[src/sv/lbs_pkg.sv]
`timescale 1ns / 1ps
// ----------------------------------------------------------------------------
// lbs_pkg
// Shared types and constants of the LED blink sequencer.
// ----------------------------------------------------------------------------
package lbs_pkg;

   // Width of the phase timers. The request fields stay 16 bits wide.
   localparam int TIME_WIDTH = 16;

   localparam int PRIO_WIDTH   = 8;
   localparam int FIELD_WIDTH  = 16;
   localparam int REQ_DATA_W   = 56;
   localparam int RSP_DATA_W   = 8;

   typedef enum logic [1:0] {
      ACT_TICK   = 2'd0,
      ACT_LAUNCH = 2'd1,
      ACT_STOP   = 2'd2
   } action_type;

   typedef enum logic [1:0] {
      PHASE_IDLE = 2'd0,
      PHASE_LIT  = 2'd1,
      PHASE_DARK = 2'd2
   } phase_type;

   typedef struct packed {
      logic      accepted;
      phase_type phase;
      logic      led_pin;
   } result_type;

endpackage

[src/sv/lbs_core.sv]
`timescale 1ns / 1ps
// ----------------------------------------------------------------------------
// lbs_core
// Sequencer state and the single-pass update for one transfer.
// ----------------------------------------------------------------------------
module lbs_core (
   input  logic                     clock,
   input  logic                     reset,
   input  logic                     accept,
   input  lbs_pkg::action_type      action,
   input  logic [7:0]               request_priority,
   input  logic [15:0]              on_time,
   input  logic [15:0]              dark_time,
   input  logic [15:0]              repeat_count,
   input  logic                     idle_level,
   output lbs_pkg::result_type      result
);
   import lbs_pkg::*;

   phase_type               phase_ff,   phase_in;
   logic [TIME_WIDTH-1:0]   ticks_ff,   ticks_in;
   logic [FIELD_WIDTH-1:0]  repeats_ff, repeats_in;
   logic [PRIO_WIDTH-1:0]   owner_ff,   owner_in;
   logic [TIME_WIDTH-1:0]   lit_ff,     lit_in;
   logic [TIME_WIDTH-1:0]   dark_ff,    dark_in;
   logic                    allowed;
   logic                    accepted;

   always_comb begin
      phase_in   = phase_ff;
      ticks_in   = ticks_ff;
      repeats_in = repeats_ff;
      owner_in   = owner_ff;
      lit_in     = lit_ff;
      dark_in    = dark_ff;
      accepted   = 1'b0;
      allowed    = (phase_ff == PHASE_IDLE) || (request_priority >= owner_ff);
      unique case (action)
         ACT_TICK: begin
            if (phase_ff != PHASE_IDLE) begin
               if (ticks_ff > TIME_WIDTH'(1)) begin
                  ticks_in = ticks_ff - TIME_WIDTH'(1);
               end else if (phase_ff == PHASE_LIT) begin
                  if (repeats_ff != '0) begin
                     repeats_in = repeats_ff - FIELD_WIDTH'(1);
                     phase_in   = PHASE_DARK;
                     ticks_in   = dark_ff;
                  end else begin
                     phase_in = PHASE_IDLE;
                     ticks_in = '0;
                  end
               end else begin
                  phase_in = PHASE_LIT;
                  ticks_in = lit_ff;
               end
            end
         end
         ACT_LAUNCH: begin
            if (allowed) begin
               lit_in     = TIME_WIDTH'(on_time);
               dark_in    = TIME_WIDTH'(dark_time);
               repeats_in = repeat_count;
               owner_in   = request_priority;
               phase_in   = PHASE_LIT;
               ticks_in   = TIME_WIDTH'(on_time);
               accepted   = 1'b1;
            end
         end
         ACT_STOP: begin
            if (allowed) begin
               phase_in = PHASE_IDLE;
               ticks_in = '0;
               accepted = 1'b1;
            end
         end
         default: begin
            // The unused action code changes nothing.
         end
      endcase
   end

   always_comb begin
      result.accepted = accepted;
      result.phase    = phase_in;
      result.led_pin  = (phase_in == PHASE_LIT) ? ~idle_level : idle_level;
   end

   always_ff @(posedge clock) begin
      if (reset) begin
         phase_ff   <= PHASE_IDLE;
         ticks_ff   <= '0;
         repeats_ff <= '0;
         owner_ff   <= '0;
         lit_ff     <= '0;
         dark_ff    <= '0;
      end else if (accept) begin
         phase_ff   <= phase_in;
         ticks_ff   <= ticks_in;
         repeats_ff <= repeats_in;
         owner_ff   <= owner_in;
         lit_ff     <= lit_in;
         dark_ff    <= dark_in;
      end
   end

endmodule

[src/sv/lbs_rsp_reg.sv]
`timescale 1ns / 1ps
// ----------------------------------------------------------------------------
// lbs_rsp_reg
// Result register that holds one response until the sink takes it.
// ----------------------------------------------------------------------------
module lbs_rsp_reg (
   input  logic                               clock,
   input  logic                               reset,
   input  logic                               load,
   input  lbs_pkg::result_type                result,
   output logic                               can_load,
   output logic                               rsp_tvalid,
   input  logic                               rsp_tready,
   output logic [lbs_pkg::RSP_DATA_W-1:0]     rsp_tdata
);
   import lbs_pkg::*;

   logic       valid_ff;
   result_type data_ff;

   // A new result may enter when the register is empty or being drained.
   assign can_load   = ~valid_ff | rsp_tready;
   assign rsp_tvalid = valid_ff;
   assign rsp_tdata  = RSP_DATA_W'(data_ff);

   always_ff @(posedge clock) begin
      if (reset) begin
         valid_ff <= 1'b0;
      end else if (can_load) begin
         valid_ff <= load;
      end
   end

   always_ff @(posedge clock) begin
      if (load) begin
         data_ff <= result;
      end
   end

endmodule

[src/sv/led_blink_sequencer.sv]
`timescale 1ns / 1ps
// ----------------------------------------------------------------------------
// led_blink_sequencer
// Priority-preemptive LED flash sequencer paced by millisecond tick transfers.
// ----------------------------------------------------------------------------
// Response: registered; it appears in the cycle after its request's transfer.
// Throughput: one request per cycle; the state update and the response are
// computed in one pass and captured together by the sequencer and result
// registers, so only the result register's occupancy can hold off a request.
// Reset: synchronous, active high; the sequencer returns to idle with all
// timers, counts and the owner priority cleared, and idle_level goes to 0.
// ----------------------------------------------------------------------------
module led_blink_sequencer (
   input  logic                             clock,
   input  logic                             reset,
   // Request channel.
   input  logic                             req_tvalid,
   output logic                             req_tready,
   // tdata, lowest bit up: request_priority[7:0], on_time[15:0],
   // dark_time[15:0], repeat_count[15:0].
   input  logic [lbs_pkg::REQ_DATA_W-1:0]   req_tdata,
   // tuser: action[1:0] (tick, launch or stop).
   input  logic [1:0]                       req_tuser,
   // Response channel.
   output logic                             rsp_tvalid,
   input  logic                             rsp_tready,
   // tdata, lowest bit up: led_pin, phase[1:0], accepted, four zero bits.
   output logic [lbs_pkg::RSP_DATA_W-1:0]   rsp_tdata,
   // Configuration write channel: idle_level.
   input  logic                             csr_valid,
   output logic                             csr_ready,
   input  logic                             csr_wdata
);
   import lbs_pkg::*;

   logic       idle_level_ff;
   logic       can_load;
   logic       req_accept;
   result_type result;

   // The configuration register is always writable. The user must change it only
   // while the block is quiet, so the response of an in-flight request is unaffected; the block does not enforce this.
   assign csr_ready = 1'b1;

   always_ff @(posedge clock) begin
      if (reset) begin
         idle_level_ff <= 1'b0;
      end else if (csr_valid) begin
         idle_level_ff <= csr_wdata;
      end
   end

   // A request transfer happens whenever the result register can take the
   // response it produces; this lets requests stream at one per cycle.
   assign req_tready = can_load;
   assign req_accept = req_tvalid & req_tready;

   // The sequencer state advances only on an accepted request. Its response
   // carries the phase after the update and the pin level derived from it.
   lbs_core u_core (
      .clock            (clock),
      .reset            (reset),
      .accept           (req_accept),
      .action           (action_type'(req_tuser)),
      .request_priority (req_tdata[7:0]),
      .on_time          (req_tdata[23:8]),
      .dark_time        (req_tdata[39:24]),
      .repeat_count     (req_tdata[55:40]),
      .idle_level       (idle_level_ff),
      .result           (result)
   );

   // The result register decouples the two channels so a stalled sink costs
   // at most the one response it holds.
   lbs_rsp_reg u_rsp_reg (
      .clock      (clock),
      .reset      (reset),
      .load       (req_accept),
      .result     (result),
      .can_load   (can_load),
      .rsp_tvalid (rsp_tvalid),
      .rsp_tready (rsp_tready),
      .rsp_tdata  (rsp_tdata)
   );

   // Every accepted request leaves a response waiting in the next cycle.
   assert property (@(posedge clock) disable iff (reset)
      req_accept |=> rsp_tvalid)
      else $error("request transfer produced no response");

   // A tick never reports an accepted command.
   assert property (@(posedge clock) disable iff (reset)
      (req_accept && req_tuser == ACT_TICK) |=> !rsp_tdata[3])
      else $error("tick reported as accepted");

   // An accepted stop always leaves the sequencer idle.
   assert property (@(posedge clock) disable iff (reset)
      (req_accept && req_tuser == ACT_STOP) |=>
         (!rsp_tdata[3] || rsp_tdata[2:1] == PHASE_IDLE))
      else $error("accepted stop did not go idle");

   // An accepted launch always starts a lit phase.
   assert property (@(posedge clock) disable iff (reset)
      (req_accept && req_tuser == ACT_LAUNCH) |=>
         (!rsp_tdata[3] || rsp_tdata[2:1] == PHASE_LIT))
      else $error("accepted launch did not light");

endmodule
[config.mk]
export PLATFORM = sky130hd
export DESIGN_NAME = led_blink_sequencer
export DESIGN_NICKNAME = d
export VERILOG_FILES = /design/src/sv/lbs_pkg.sv /design/src/sv/lbs_core.sv /design/src/sv/lbs_rsp_reg.sv /design/src/sv/led_blink_sequencer.sv
export SDC_FILE = /design/constraint.sdc
export NUM_CORES = 1
export LEC_CHECK = 0
export ABC_AREA = 1
export ABC_CLOCK_PERIOD_IN_PS = 2250
export BUFFER_PORTS_ARGS = -buffer_cell sky130_fd_sc_hd__buf_2
export CAP_MARGIN = 20
export CORE_UTILIZATION = 50
export CTS_CLUSTER_DIAMETER = 40
export CTS_CLUSTER_SIZE = 40
export DETAILED_ROUTE_END_ITERATION = 16
export PLACE_DENSITY = 0.72
export SLEW_MARGIN = 10
export SYNTH_ARGS = -nofsm -noshare
export SYNTH_HDL_FRONTEND = slang
export SYNTH_SLANG_ARGS = --single-unit
[constraint.sdc]
create_clock -name clock -period 2.25 [get_ports clock]
set_input_delay 0.45 -clock clock [delete_from_list [all_inputs] [get_ports clock]]
set_output_delay 0.45 -clock clock [all_outputs]
set_load 0.05 [all_outputs]
==> impl_metrics.tcl <==
set metrics [dict create \
    postLayoutCellArea_sq_um 5470 \
    slew_headroom_pct 64.2 \
    core_sq_um 9240 \
    ys_seq_area_share_pct 34.3 \
    viasPerCell 5.20 \
    fin_tns_setup_ps 0 \
    diodes 0 \
    worstSetupPathType "reg2reg" \
    dp_hpwl_mm 9.18 \
    max_cap_violations 0 \
    cp.arrival_ps 2290 \
    clockRootBuffer "clkbuf_8" \
    die-area_sq_um 9970 \
    placed_area_sq_um 5270 \
    wl_per_cell_microns 13.2 \
    yosysWarnings 0 \
    most-common-layout-cells "201 x nand2_1, 121 x nor2_1, 76 x dfxtp_1" \
    final_max_slew_viol_count 0 \
    rsz0062_at_grt "no" \
    initial_utilization_pct 51.8 \
    p_sw_share_pct 35.6 \
    synthTopCellsByArea "dfxtp_1 32%, nand2_1 16%, nor2_1 9.5%" \
    clk_pin_slew_ps 90 \
    cts_setup_buffers 0 \
    p_switching_w 0.00141 \
    areaGrowthSynthToFinish_pct 14.3 \
    drcViolationCount 0 \
    syn_area_sq_um 4790 \
    ant_nets 0 \
    cellLeakagePower_nw 2.59 \
    pwr-share-comb_pct 30.8 \
    worstPathRequired_ps 2510 \
    vias 4907 \
    pwr-share-clk_pct 28.4 \
    crit_path_start_kind "flip-flop" \
    hold_viol_final 0 \
    cts_buffers 9 \
    skew_ps 18.1 \
    synth-seq-cells 80 \
    die_h_microns 99.8 \
    synth_area_leader_cell "dfxtp_1" \
    power_density_nw_per_um2 721 \
    drtIter0Drc 393 \
    p_seq_share_pct 40.9 \
    syn_avg_cell_area_sq_um 6.43 \
    grt_overflow 0 \
    fin_crit_sh_pct 90.4 \
    synth_cell_types 37 \
    drt_pass1_iterations 6 \
    end_kind "flip-flop" \
    gp_congestion 0.873 \
    timing.fmax_mhz 492 \
    die_w_microns 99.8 \
    std_cell_rows 35 \
    setup_viol 0 \
    grt_pass1_wl_mm 20.8 \
    drive_gt1_share_pct 15.6 \
    layout_commonest_cell "nand2_1" \
    grt_pass1_vias 4347 \
    hp-class "in2reg" \
    clock-sinks 80 \
    worst_pin_slew_ps 533 \
    antenna_found_initial 0 \
    status "completed" \
    h-tree-depth 3 \
    min_period_ps 2030 \
    ir_drop_v 0.000340 \
    grt_max_degree 58 \
    cts.path.max_buffers 2 \
    nNetsFinal 890 \
    cts_resized 0 \
    ios 75 \
    worst_skew_pair.late_latency_ps 360 \
    cts_hold_buf 0 \
    synth_cells 744 \
    wl_mm 12.5 \
    crit_path_max_fanout 29 \
    numPortBuffers 69 \
    intPower_w 0.00254 \
    grt_util_all_layers_pct 26.1 \
    tritoncts "built" \
    synth_top_area_share_pct 31.8 \
]
==> through the flow <==
step	setup WS (ps)	total power (W)	std cells	hold slack (ps)	util (%)
after detailed placement	12.9	0.00283	929	447	57.0
after global routing	24.6	0.00420	944	336	59.2
after CTS	208	0.00395	944	317	59.2
after floorplan	180	0.00254	747	425	-
after global placement	117	0.00281	929	439	57.0
final	217	0.00395	944	326	59.2
==> cells in the mapped netlist (all sizes together) <==
library cell / count
and3: 1
nand4: 3
dfxtp: 76
a21oi: 63
o211ai: 1
buf: 21
xor2: 12
clkbuf: 14
nor3: 4
xnor2: 2
a31oi: 3
nand3: 56
o21bai: 1
edfxtp: 4
nand2: 207
inv: 67
nand3b: 1
or2: 2
ha: 15
a21o: 1
nor2: 130
o21ai: 58
conb: 2
==> state kept, by name (all words and copies together) (netlist names) <==
name                  count
u_core.dark_ff           16
u_core.lit_ff            16
u_core.repeats_ff        16
u_core.ticks_ff          16
u_core.owner_ff           8
u_rsp_reg.rsp_tdata       4
u_core.phase_ff           2
idle_level_ff             1
u_rsp_reg.rsp_tvalid      1
==> layout make-up <==
cell class                      count  area [sq um]
Clock buffer                       11           151
Timing Repair Buffer               88           513
Inverter                           67           254
Sequential cell                    80          1640
Fill cell                         891          3770
Multi-Input combinational cell    565          2700
Tap cell                          129           161
Clock inverter                      4          53.8
==> routing by layer <==
layer / global-route usage [%] / routed length (microns) / share of wire (%)
met1: 38.4 / 5960 / 48
met4: 7.35 / 152 / 1.2
met3: 4.25 / 822 / 6.6
met5: 0 / 0 / 0
met2: 39.4 / 5520 / 44
==> worst paths after layout <==
path,startpoint,endpoint,slack [ps],cells after the start
worst max-delay path,u_core.owner_ff[1]$_SDFFE_PP0P_,u_core.ticks_ff[0]$_SDFFE_PP0P_,220,13
worst max register to register,u_core.owner_ff[1]$_SDFFE_PP0P_,u_core.ticks_ff[0]$_SDFFE_PP0P_,220,13
worst min register to register,u_core.lit_ff[15]$_SDFFE_PP0P_,u_core.lit_ff[15]$_SDFFE_PP0P_,460,2
worst min-delay path,csr_wdata,idle_level_ff$_SDFFE_PP0P_,330,3
==> power groups by stage <==
stage	clock network (W)	registers, W	logic (W)
2_1_floorplan	0	0.00166	0.000882
3_3_place_gp	0	0.00164	0.00117
3_5_place_dp	0	0.00165	0.00119
4_1_cts	0.00113	0.00161	0.00120
5_1_grt	0.00119	0.00163	0.00138
6_report	0.00112	0.00161	0.00121
==> critical path, cell delays in order, from the launching register on <==
cell	delay [ps]
dfxtp_1	320
inv_1	60
ha_1	310
nand2_1	80
nor2_1	40
nor2_1	90
nand2_1	60
nand2_1	120
nand3_2	100
o21ai_1	230
buf_12	210
inv_1	80
o21ai_0	160
nor2_1	70
==> kinds of logic after synthesis <==
kind of cell             synth area share [%]
other                                   0.157
buffers and inverters                    9.70
adder cells (fa/ha/maj)                  3.92
XOR/XNOR                                 2.56
AND/OR/NAND/NOR                          35.8
AO/OA/AOI/OAI                            13.6
flip-flops                               34.3
Power figures use the tool's default switching activity.
